### src/sha512fx_pkg.sv
`timescale 1ns / 1ps
// Shared types and constants for the fixed 32-byte SHA-512 core.
// Holds the round constant table, initial hash values and controller commands.
package sha512fx_pkg;

    localparam int WORD_W     = 64;
    localparam int MSG_WORDS  = 4;
    localparam int SCHED_LEN  = 16;
    localparam int HASH_WORDS = 8;
    localparam int ROUNDS     = 80;
    localparam int ROUND_W    = $clog2(ROUNDS);

    localparam logic [WORD_W-1:0] PAD_MARK = 64'h8000_0000_0000_0000;
    localparam logic [WORD_W-1:0] LEN_BITS = WORD_W'(MSG_WORDS * 64);

    typedef logic [WORD_W-1:0] word_t;
    typedef logic [ROUND_W-1:0] round_t;

    // Controller to datapath commands
    typedef struct packed {
        logic   load;      // capture message, pad, start from initial hash
        logic   step;      // run one compression round
        logic   load_out;  // add back into initial hash, fill output register
        round_t round;     // current round index
    } ctrl_cmd_t;

    localparam word_t INIT_H [HASH_WORDS] = '{
        64'h6A09E667F3BCC908, 64'hBB67AE8584CAA73B, 64'h3C6EF372FE94F82B,
        64'hA54FF53A5F1D36F1, 64'h510E527FADE682D1, 64'h9B05688C2B3E6C1F,
        64'h1F83D9ABFB41BD6B, 64'h5BE0CD19137E2179
    };

    function automatic word_t round_k(input round_t idx);
        word_t k;
        case (idx)
            7'd0:  k = 64'h428A2F98D728AE22;
            7'd1:  k = 64'h7137449123EF65CD;
            7'd2:  k = 64'hB5C0FBCFEC4D3B2F;
            7'd3:  k = 64'hE9B5DBA58189DBBC;
            7'd4:  k = 64'h3956C25BF348B538;
            7'd5:  k = 64'h59F111F1B605D019;
            7'd6:  k = 64'h923F82A4AF194F9B;
            7'd7:  k = 64'hAB1C5ED5DA6D8118;
            7'd8:  k = 64'hD807AA98A3030242;
            7'd9:  k = 64'h12835B0145706FBE;
            7'd10: k = 64'h243185BE4EE4B28C;
            7'd11: k = 64'h550C7DC3D5FFB4E2;
            7'd12: k = 64'h72BE5D74F27B896F;
            7'd13: k = 64'h80DEB1FE3B1696B1;
            7'd14: k = 64'h9BDC06A725C71235;
            7'd15: k = 64'hC19BF174CF692694;
            7'd16: k = 64'hE49B69C19EF14AD2;
            7'd17: k = 64'hEFBE4786384F25E3;
            7'd18: k = 64'h0FC19DC68B8CD5B5;
            7'd19: k = 64'h240CA1CC77AC9C65;
            7'd20: k = 64'h2DE92C6F592B0275;
            7'd21: k = 64'h4A7484AA6EA6E483;
            7'd22: k = 64'h5CB0A9DCBD41FBD4;
            7'd23: k = 64'h76F988DA831153B5;
            7'd24: k = 64'h983E5152EE66DFAB;
            7'd25: k = 64'hA831C66D2DB43210;
            7'd26: k = 64'hB00327C898FB213F;
            7'd27: k = 64'hBF597FC7BEEF0EE4;
            7'd28: k = 64'hC6E00BF33DA88FC2;
            7'd29: k = 64'hD5A79147930AA725;
            7'd30: k = 64'h06CA6351E003826F;
            7'd31: k = 64'h142929670A0E6E70;
            7'd32: k = 64'h27B70A8546D22FFC;
            7'd33: k = 64'h2E1B21385C26C926;
            7'd34: k = 64'h4D2C6DFC5AC42AED;
            7'd35: k = 64'h53380D139D95B3DF;
            7'd36: k = 64'h650A73548BAF63DE;
            7'd37: k = 64'h766A0ABB3C77B2A8;
            7'd38: k = 64'h81C2C92E47EDAEE6;
            7'd39: k = 64'h92722C851482353B;
            7'd40: k = 64'hA2BFE8A14CF10364;
            7'd41: k = 64'hA81A664BBC423001;
            7'd42: k = 64'hC24B8B70D0F89791;
            7'd43: k = 64'hC76C51A30654BE30;
            7'd44: k = 64'hD192E819D6EF5218;
            7'd45: k = 64'hD69906245565A910;
            7'd46: k = 64'hF40E35855771202A;
            7'd47: k = 64'h106AA07032BBD1B8;
            7'd48: k = 64'h19A4C116B8D2D0C8;
            7'd49: k = 64'h1E376C085141AB53;
            7'd50: k = 64'h2748774CDF8EEB99;
            7'd51: k = 64'h34B0BCB5E19B48A8;
            7'd52: k = 64'h391C0CB3C5C95A63;
            7'd53: k = 64'h4ED8AA4AE3418ACB;
            7'd54: k = 64'h5B9CCA4F7763E373;
            7'd55: k = 64'h682E6FF3D6B2B8A3;
            7'd56: k = 64'h748F82EE5DEFB2FC;
            7'd57: k = 64'h78A5636F43172F60;
            7'd58: k = 64'h84C87814A1F0AB72;
            7'd59: k = 64'h8CC702081A6439EC;
            7'd60: k = 64'h90BEFFFA23631E28;
            7'd61: k = 64'hA4506CEBDE82BDE9;
            7'd62: k = 64'hBEF9A3F7B2C67915;
            7'd63: k = 64'hC67178F2E372532B;
            7'd64: k = 64'hCA273ECEEA26619C;
            7'd65: k = 64'hD186B8C721C0C207;
            7'd66: k = 64'hEADA7DD6CDE0EB1E;
            7'd67: k = 64'hF57D4F7FEE6ED178;
            7'd68: k = 64'h06F067AA72176FBA;
            7'd69: k = 64'h0A637DC5A2C898A6;
            7'd70: k = 64'h113F9804BEF90DAE;
            7'd71: k = 64'h1B710B35131C471B;
            7'd72: k = 64'h28DB77F523047D84;
            7'd73: k = 64'h32CAAB7B40C72493;
            7'd74: k = 64'h3C9EBE0A15C9BEBC;
            7'd75: k = 64'h431D67C49C100D4C;
            7'd76: k = 64'h4CC5D4BECB3E42B6;
            7'd77: k = 64'h597F299CFC657E2A;
            7'd78: k = 64'h5FCB6FAB3AD6FAEC;
            7'd79: k = 64'h6C44198C4A475817;
            default: k = '0;
        endcase
        return k;
    endfunction

    function automatic word_t rotr(input word_t x, input int n);
        return (x >> n) | (x << (WORD_W - n));
    endfunction

endpackage

### src/sha512fx_ctrl.sv
`timescale 1ns / 1ps
// Controller for the fixed 32-byte SHA-512 core: input and output handshakes,
// round counter and datapath commands. Depends on sha512fx_pkg.
module sha512fx_ctrl (
    input  logic                   clk,
    input  logic                   rst_n,
    input  logic                   in_valid,
    output logic                   in_ready,
    output logic                   out_valid,
    input  logic                   out_ready,
    output sha512fx_pkg::ctrl_cmd_t cmd
);

    typedef enum logic [1:0] {
        ST_IDLE,
        ST_RUN,
        ST_FIN
    } state_t;

    state_t                state_reg, state_next;
    sha512fx_pkg::round_t  round_reg, round_next;
    logic                  out_valid_reg, out_valid_next;
    logic                  out_free;

    assign out_free  = !out_valid_reg || out_ready;
    assign in_ready  = (state_reg == ST_IDLE);
    assign out_valid = out_valid_reg;

    always_comb
    begin
        state_next     = state_reg;
        round_next     = round_reg;
        out_valid_next = out_valid_reg;
        cmd            = '0;
        cmd.round      = round_reg;
        if (out_valid_reg && out_ready)
        begin
            out_valid_next = 1'b0;
        end
        case (state_reg)
            ST_IDLE:
            begin
                if (in_valid)
                begin
                    cmd.load   = 1'b1;
                    round_next = '0;
                    state_next = ST_RUN;
                end
            end
            ST_RUN:
            begin
                cmd.step = 1'b1;
                if (round_reg == sha512fx_pkg::round_t'(sha512fx_pkg::ROUNDS - 1))
                begin
                    state_next = ST_FIN;
                end
                else
                begin
                    round_next = round_reg + 1'b1;
                end
            end
            ST_FIN:
            begin
                // hold the finished state until the output register frees up
                if (out_free)
                begin
                    cmd.load_out   = 1'b1;
                    out_valid_next = 1'b1;
                    state_next     = ST_IDLE;
                end
            end
            default:
            begin
                state_next = ST_IDLE;
            end
        endcase
    end

    always_ff @(posedge clk or negedge rst_n)
    begin
        if (!rst_n)
        begin
            state_reg     <= ST_IDLE;
            round_reg     <= '0;
            out_valid_reg <= 1'b0;
        end
        else
        begin
            state_reg     <= state_next;
            round_reg     <= round_next;
            out_valid_reg <= out_valid_next;
        end
    end

endmodule

### config.mk
export PLATFORM = sky130hd
export DESIGN_NAME = sha512fx_ctrl
export DESIGN_NICKNAME = d
export VERILOG_FILES = /design/src/sha512fx_pkg.sv /design/src/sha512fx_ctrl.sv
export SDC_FILE = /design/constraint.sdc
export NUM_CORES = 1
export LEC_CHECK = 0
export BUFFER_PORTS_ARGS = -buffer_cell sky130_fd_sc_hd__buf_2
export CAP_MARGIN = 15
export CORE_MARGIN = 2
export CORE_UTILIZATION = 45
export CTS_CLUSTER_DIAMETER = 80
export DETAILED_ROUTE_END_ITERATION = 6
export PLACE_DENSITY = 0.72
export SYNTH_ARGS = -nofsm -noshare
export SYNTH_HDL_FRONTEND = slang
export SYNTH_SLANG_ARGS = --single-unit
### constraint.sdc
create_clock -name clk -period 1.27 [get_ports clk]
set_clock_uncertainty 0.05 [all_clocks]
set_input_delay 0.381 -clock clk [delete_from_list [all_inputs] [get_ports clk]]
set_output_delay 0.381 -clock clk [all_outputs]
set_load 0.03 [all_outputs]
* After elaboration in Yosys (flattened, before gate mapping)
Index checks and enable logic that the tools add are counted.
** Word-level totals
- Flip-flop bits (word level) :: 10
- Input bits :: 4
- Logic and storage cells :: 33
- Output and inout bits :: 12
** Cells by class
- Add/subtract/negate cells :: 1
- Mux-type cells :: 15
- Reduce and logical (&&, ||, !) cells :: 7
- Equality and inequality tests :: 7
** Operators with widths (count)
- 2-to-1 mux 7 bit :: 2
- one-hot mux 7 bit (2 select lines) :: 1
- 2-to-1 mux 1 bit :: 8
- inequality test 2 bit (second input constant) :: 4
- adder 7 x 1 -> 7 bit (second input constant) :: 1
- equality test 7 bit (second input constant) :: 1
- 2-to-1 mux 2 bit :: 3
- one-hot mux 2 bit (3 select lines) :: 1
- AND reduction 3 bit :: 2
- equality test 2 x 1 -> 1 bit (second input constant) :: 1
- equality test 2 bit (second input constant) :: 1
- zero test 2 bit :: 1
- nonzero test 2 bit :: 1
- logical AND 1 bit :: 1
- zero test 1 bit :: 1
- logical OR 1 bit :: 1

* Logic depth before layout (Yosys ltp)
Gate-level depths: netlist (run 1).
- Depth after elaboration :: 4
- Mapped depth :: 6

* Least setup slack after synthesis (run 1)
OpenSTA, ideal clock, no wires.
- Kind :: reg2out
- From :: register state_reg[0]
- To :: output port cmd[7] (netlist name)
- Required time :: 0.839 ns
- Stages on the path, launching flop included :: 4
- Setup slack :: -0.404 ns
- Arrival :: 1.243 ns
- Cell sequence :: dfrtp_1 buf_4 or2b_1 nor2b_1
** RTL lines
- start: declaration :: RTL line sha512fx_ctrl.sv:20 : state_t state_reg, state_next;
- start signal: assignment :: RTL line sha512fx_ctrl.sv:89 : state_reg <= state_next;
- end: declaration :: RTL line sha512fx_ctrl.sv:11 : output sha512fx_pkg::ctrl_cmd_t cmd

==> out/summary.txt, run 1 <==
number of flops mapped to enable cells by yosys: 0
transition time of the tightest slew-check pin: 0.4276 ns
worst vdd ir: 1739 µV
largest area contributor in the netlist: sky130_fd_sc_hd__dfrtp_1
Top-Level Pins: 16
clock-pin slew of the registers on the worst-case setup and hold paths: 0.09 ns
overall die width: 41.55 µm
most common library cells after synthesis: 10 x sky130_fd_sc_hd__dfrtp_1, 7 x sky130_fd_sc_hd__nand2_1, 3 x sky130_fd_sc_hd__a21oi_1, 3 x sky130_fd_sc_hd__nand3_2
count of input and output buffers: 15
R2R depth: 7
flip-flop count of the largest register, all copies and words added: 7
Pwr Density: 2767 nW/µm²
number of logic stages on the critical path including buffering: 3
final critical-path share of the clock period: 135.2%
unrepaired setup endpoints after global routing: yes
most instantiated library cell after synthesis: sky130_fd_sc_hd__dfrtp_1
critical path's largest stage delay: 0.44 ns
critical path type: register to primary output
area of the mapped netlist: 634.4 µm²
dpl ws: -0.1724 ns
Die Ht: 41.55 µm
top fanout value on the critical path: 5
element type at the critical path start: register
proportion of power drawn by the clock network: 8.0%
via count of the first global-routing pass: 755
worst-skew pair later-pin latency: 0.30 ns
most common flop cell mapped by yosys: sky130_fd_sc_hd__dfrtp_1
Pre-antenna DRT Iters: 5
number of cells produced by synthesis: 61
P_int: 0.001867 W
count of endpoints failing hold in the final timing report: 0
post-route worst setup slack: -0.4467 ns
required time at the worst-slack endpoint: 0.84 ns
Max Root-Sink Buffers: 2
switching part of the total power: 45.88%
warning count from the yosys run: 0
cell family with most CP delay: flip-flops
post-layout power: 0.003449 W
final critical path time including I/O delays and setup: 1.717 ns
per-cell via count in the routed design: 5.867
portion of the post-synthesis area used by sequential elements: 39.45%
post-detailed-placement half-perimeter wirelength: 1118 µm
synthesis-to-finish area growth: 96.45%
chain of cells forming the critical path: or2b_1 -> nor2b_4 -> buf_6
violated checks: setup timing
pin count of the biggest net entering global routing: 11
run status: finished with violations
number of cell rows: 13
global route total overflow: 0
via count: 751
number of nets in the synthesized netlist: 66
Achievable Freq: 0.5825 GHz
final total negative setup slack: -3.111 ns
antenna fix cells: 0
Wirelength per Cell: 21.26 µm
Worst path slowest cell: sky130_fd_sc_hd__dfrtp_1
share of the synthesized area in the top cell type: 39.45%
Critical Path End Type: primary output
arrival time at the worst endpoint: 1.29 ns
placeable core region: 1301 µm²
top post-synthesis cells by area: sky130_fd_sc_hd__dfrtp_1 39%, sky130_fd_sc_hd__nand3_2 4.7%, sky130_fd_sc_hd__nand2_1 4.1%
fraction of power consumed by sequential logic: 17.4%
number of maximum-capacitance constraint violations: 0
post-synthesis register bit count: 10
clock sinks: 10
final routed wirelength across all metal layers: 2721 µm
number of DRC violations after detailed routing: 0
first-pass GRT wire length: 3436 µm
clock root buffer: sky130_fd_sc_hd__clkbuf_4
H-tree lvl count: 1
total of fill cells in the finished design: 29
mean post-synth cell area: 10.40 µm²
final number of setup-violating endpoints: 22
P_sw: 0.001582 W
kind of path behind the tightest hold check: input pin to asynchronous set/reset pin
Final #Nets: 119
Comb power frac: 74.6%
Final Wtd Congestion: 0.7309
detailed router's first-iteration violation count: 16
TritonCTS clock tree: built
static leakage: 0.5593 nW
fraction of synthesis flops using an asynchronous set or reset pin: 100.0%
fraction of final layout cells with drive strength greater than 1: 75.22%
number of buffers and inverters on the critical path: 1
worst slew slack as a fraction of its limit: 71.30%
TritonCTS buffer count: 3
starting utilization of the core area: 48.75%
total track usage: 26.30%
Total Die Area: 1726 µm²
Final Max Slew Viols: 0
number of library cell types mapped by synthesis: 33
antenna violations before repair: 0
post-route antenna net violation count: 0
-- cell families (layout without fill, tap and decap cells) --
logic type                 count (synthesis)  in the layout  share of synthesized area, %
and+or+nand+nor                           28             28                         31.95
AOI/OAI and AO/OA                         15             15                         19.33
DFF                                       10             10                         39.45
buffers and inverters                      7             59                         7.297
adders and majority gates                  1              1                         1.972
-- power by group through the flow --
stage	clock [W]	combinational, W	sequential [W]
3_3_place_gp	0	0.00157	0.000608
2_1_floorplan	0	0.000767	0.000877
3_5_place_dp	0	0.00160	0.000613
6_report	0.000277	0.00257	0.000601
4_1_cts	0.000238	0.00216	0.000577
5_1_grt	0.000297	0.00267	0.000615
-- per-layer routing --
| layer | up-vias | share of wire, % | track usage [%] |
|---|---|---|---|
| met2 | 37 | 52 | 45.63 |
| li1 | 323 | - | - |
| met1 | 380 | 40 | 32.14 |
| met3 | 11 | 4.4 | 3.478 |
| met5 | - | 0 | 0 |
| met4 | 0 | 3.6 | 11.61 |
-- path summary, 6_finish.rpt --
check                        startpoint            to  slack, ns
setup / recovery           state_reg[0]        cmd[7]      -0.45
hold / removal                    rst_n  round_reg[3]       0.44
setup reg to reg           round_reg[0]  round_reg[0]      -0.16
hold reg to reg               out_valid     out_valid       0.68
max in group asynchronous         rst_n  round_reg[4]       0.51
min in group clk              out_ready     out_valid       0.48
-- placed cells by master, fill, tap and decap left out, types with 2 or more instances in the layout --
master,instances
sky130_fd_sc_hd__dfrtp_1,5
sky130_fd_sc_hd__nor2b_4,2
sky130_fd_sc_hd__nand2_1,5
sky130_fd_sc_hd__o211ai_2,2
sky130_fd_sc_hd__buf_2,3
sky130_fd_sc_hd__a21oi_1,2
sky130_fd_sc_hd__o21ai_2,2
sky130_fd_sc_hd__nand3_1,2
sky130_fd_sc_hd__nand2_4,2
sky130_fd_sc_hd__o311ai_4,2
sky130_fd_sc_hd__o211ai_1,2
sky130_fd_sc_hd__buf_6,18
sky130_fd_sc_hd__buf_4,28
sky130_fd_sc_hd__nand3_4,3
sky130_fd_sc_hd__dfrtp_2,5
sky130_fd_sc_hd__clkbuf_4,3
-- metrics by stage --
stage               hold slack, ns  cell area, µm²  instances  utilization [%]
floorplan                  0.03541           675.6         61                -
global placement            0.2057           882.1        107            67.79
detailed placement          0.2048           882.1        107            67.79
CTS                         0.4503            1127        125            86.63
global route                0.4576            1246        128            95.77
finish                      0.4368            1246        128            95.77
-- area by class of cell --
type                            count  area [µm²]  share of cell area [%]
Clock buffer                        4       26.28                   2.108
Inverter                            4       22.52                   1.807
Multi-Input combinational cell     44       464.2                   37.25
Sequential cell                    10       256.5                   20.58
Tap cell                           15       18.77                   1.506
Timing Repair Buffer               51       457.9                   36.75
-- worst reg2reg max path: cells and delay by family, from the launching register on --
family / cells / cell delay [ns]
AOI/OAI and AO/OA: 1 / 0.06
adders and majority gates: 1 / 0.13
DFF: 1 / 0.40
and+or+nand+nor: 3 / 0.43
buffers and inverters: 2 / 0.28
-- what timing repair did --
item,4_1_cts,5_1_grt
endpoints found under the hold margin,10,0
buffers inserted,14,3
pin swaps,8,7
endpoints found under the setup margin,20,21
resized for setup,32,20
hold buffers,1,0
Power figures use the tool's default switching activity.
==> run 2, diff against run 1 <==
--- a/config.mk
+++ b/config.mk
@@ -5,13 +5,14 @@
 export SDC_FILE = /design/constraint.sdc
 export NUM_CORES = 1
 export LEC_CHECK = 0
+export ABC_AREA = 1
 export BUFFER_PORTS_ARGS = -buffer_cell sky130_fd_sc_hd__buf_2
 export CAP_MARGIN = 15
 export CORE_MARGIN = 2
-export CORE_UTILIZATION = 45
+export CORE_UTILIZATION = 43
 export CTS_CLUSTER_DIAMETER = 80
 export DETAILED_ROUTE_END_ITERATION = 6
-export PLACE_DENSITY = 0.72
+export PLACE_DENSITY = 0.71
 export SYNTH_ARGS = -nofsm -noshare
 export SYNTH_HDL_FRONTEND = slang
 export SYNTH_SLANG_ARGS = --single-unit
==> run 2 against run 1 <==
Against the previous run: power fell by 20%; area after synthesis fell by 11%; synthesized cell count rose by 25%; design area fell by 19%; the flow still finishes with violations (setup timing); critical path type unchanged; setup slack improved by 0.14 ns; via count fell by 14%; critical path depth rose by 1; utilization fell by 16 points; largest cell class unchanged.
==> out/summary.txt, run 2 <==
run status: finished with violations
violated checks: setup timing
final critical path time including I/O delays and setup: 1.575 ns
final critical-path share of the clock period: 124.1%
TritonCTS buffer count: 3
post-detailed-placement half-perimeter wirelength: 987.3 µm
fraction of final layout cells with drive strength greater than 1: 55.75%
P_sw: 0.001267 W
switching part of the total power: 46.10%
simple-gate area share of the yosys netlist: 38.94%
post-route antenna net violation count: 0
detailed router's first-iteration violation count: 36
total of fill cells in the finished design: 83
most instantiated library cell after synthesis: sky130_fd_sc_hd__nand2_1
synthesis-to-finish area growth: 78.32%
antenna fix cells: 0
unrepaired setup endpoints after global routing: yes
number of maximum-capacitance constraint violations: 0
worst-skew pair later-pin latency: 0.27 ns
adder and majority gate portion of the synthesized area: 2.212%
Pwr Density: 2726 nW/µm²
area of all sequential standard cells: 259.0 µm²
number of library cell types mapped by synthesis: 16
Comb power frac: 69.6%
P_int: 0.001482 W
worst slew slack as a fraction of its limit: 80.30%
number of flops mapped to enable cells by yosys: 0
post-layout power: 0.002749 W
Final Wtd Congestion: 0.7886
final number of setup-violating endpoints: 15
Critical Path End Type: primary output
Max Root-Sink Buffers: 2
post-route worst setup slack: -0.3055 ns
count of input and output buffers: 15
mux contribution to synthesized area: 0%
count of endpoints failing hold in the final timing report: 0
transition time of the tightest slew-check pin: 0.2945 ns
placeable core region: 1269 µm²
flip-flop count of the largest register, all copies and words added: 7
proportion of power drawn by the clock network: 8.5%
starting utilization of the core area: 44.58%
static leakage: 0.5068 nW
pin count of the biggest net entering global routing: 11
most used cells in the layout excluding fill and tap cells: 19 x sky130_fd_sc_hd__nand2_1, 15 x sky130_fd_sc_hd__buf_6, 15 x sky130_fd_sc_hd__buf_4, 11 x sky130_fd_sc_hd__nand3_1
Achievable Freq: 0.6347 GHz
most common library cells after synthesis: 21 x sky130_fd_sc_hd__nand2_1, 14 x sky130_fd_sc_hd__nand3_1, 11 x sky130_fd_sc_hd__inv_1
cell family with most CP delay: flip-flops
kind of path behind the tightest hold check: input pin to register
Final Max Slew Viols: 0
total track usage: 23.61%
chain of cells forming the critical path: inv_1 -> nor2_1 -> nor2_4 -> buf_6
top post-synthesis cells by area: sky130_fd_sc_hd__dfrtp_1 44%, sky130_fd_sc_hd__nand2_1 14%, sky130_fd_sc_hd__nand3_1 12%
clock sinks: 10
Wirelength per Cell: 13.72 µm
via count: 645
Final #Nets: 119
critical path type: register to primary output
arrival time at the worst endpoint: 1.14 ns
first-pass GRT wire length: 2435 µm
Compound-Gate Fraction of Synth Area: 5.973%
Total Die Area: 1621 µm²
Pre-antenna DRT Iters: 4
final routed wirelength across all metal layers: 1756 µm
via count of the first global-routing pass: 536
number of cells produced by synthesis: 76
warning count from the yosys run: 0
parity-gate share of the synthesized area counting xor and xnor cells: 0%
main combinational cell family by area after synthesis: simple AND/OR/NAND/NOR gates
element type at the critical path start: register
largest area contributor in the netlist: sky130_fd_sc_hd__dfrtp_1
post-synthesis register bit count: 10
number of cell rows: 13
critical path's largest stage delay: 0.36 ns
top fanout value on the critical path: 2
Worst path slowest cell: sky130_fd_sc_hd__dfrtp_2
clock-pin slew of the registers on the worst-case setup and hold paths: 0.07 ns
share of the synthesized area in the top cell type: 44.25%
fraction of power consumed by sequential logic: 21.9%
number of nets in the synthesized netlist: 81
portion of the post-synthesis area used by sequential elements: 44.25%
number of DRC violations after detailed routing: 0
per-cell via count in the routed design: 5.039
number of buffers and inverters on the critical path: 2
TritonCTS clock tree: built
most common flop cell mapped by yosys: sky130_fd_sc_hd__dfrtp_1
area of combinational cells with multiple inputs: 354.1 µm²
mean post-synth cell area: 7.441 µm²
fraction of synthesis flops using an asynchronous set or reset pin: 100.0%
final total negative setup slack: -1.892 ns
Die Ht: 40.27 µm
global route total overflow: 0
clock root buffer: sky130_fd_sc_hd__clkbuf_4
Top-Level Pins: 16
H-tree lvl count: 1
worst vdd ir: 1469 µV
area of the mapped netlist: 565.5 µm²
overall die width: 40.27 µm
required time at the worst-slack endpoint: 0.84 ns
commonest non-fill, non-tap cell in the layout: sky130_fd_sc_hd__nand2_1
antenna violations before repair: 0
==> run 2: through the flow <==
stage                     std cells  area (µm²)  worst slack [ns]  hold slack [ns]  utilization, %
after global placement          111       747.0          -0.06956           0.2053           58.88
final                           128        1008           -0.3055           0.2973           79.49
after CTS                       124       935.9           -0.2810           0.2793           73.77
after detailed placement        111       747.0          -0.09993           0.2071           58.88
after global routing            128        1008           -0.3652           0.3309           79.49
after floorplan                  76       615.6          -0.02848          0.03541               -
==> run 2: kinds of logic after synthesis <==
kind of cell	count (synthesis)
buf+inv	12
simple gates	49
flops	10
fa+ha+maj	1
compound gates	4
==> run 2: worst paths after layout <==
path | startpoint | endpoint | slack [ns] | depth (start not counted)
worst min-delay path | out_ready | out_valid | 0.30 | 2
max in group asynchronous | rst_n | round_reg[3] | 0.49 | 2
worst max register to register | state_reg[1] | round_reg[6] | -0.13 | 7
worst min register to register | state_reg[0] | state_reg[1] | 0.56 | 3
worst max-delay path | out_valid | cmd[7] | -0.31 | 4
min in group asynchronous | rst_n | state_reg[1] | 0.46 | 2
==> run 2: area by class of cell <==
class,count,area share (%)
inverters,11,4.342
well taps,15,1.861
repair buffers,34,30.40
clock buffers,4,2.605
multi-input cells,54,35.11
flip-flops and latches,10,25.68
==> run 2: power by group through the flow <==
stage / clock (W) / combinational [W] / sequential [W]
2_1_floorplan: 0 / 0.000651 / 0.000816
3_3_place_gp: 0 / 0.00121 / 0.000617
3_5_place_dp: 0 / 0.00123 / 0.000624
4_1_cts: 0.000237 / 0.00170 / 0.000579
5_1_grt: 0.000259 / 0.00206 / 0.000616
6_report: 0.000233 / 0.00191 / 0.000601
==> run 2: metal layers <==
layer / vias up / wire length [µm] / global-route usage [%]
met5: - / 0 / 0
met3: 10 / 74 / 3.889
met1: 289 / 718 / 31.51
li1: 317 / - / -
met2: 29 / 882 / 36.29
met4: 0 / 80 / 12.50
==> run 2: what timing repair did <==
| action | 4_1_cts | 5_1_grt |
|---|---|---|
| hold endpoints to repair | 10 | 0 |
| hold buffers | 1 | 0 |
| gates resized for setup | 34 | 10 |
| gates cloned | 0 | 0 |
| pin swaps | 5 | 5 |
| endpoints found under the setup margin | 13 | 21 |
| buffers inserted | 8 | 4 |
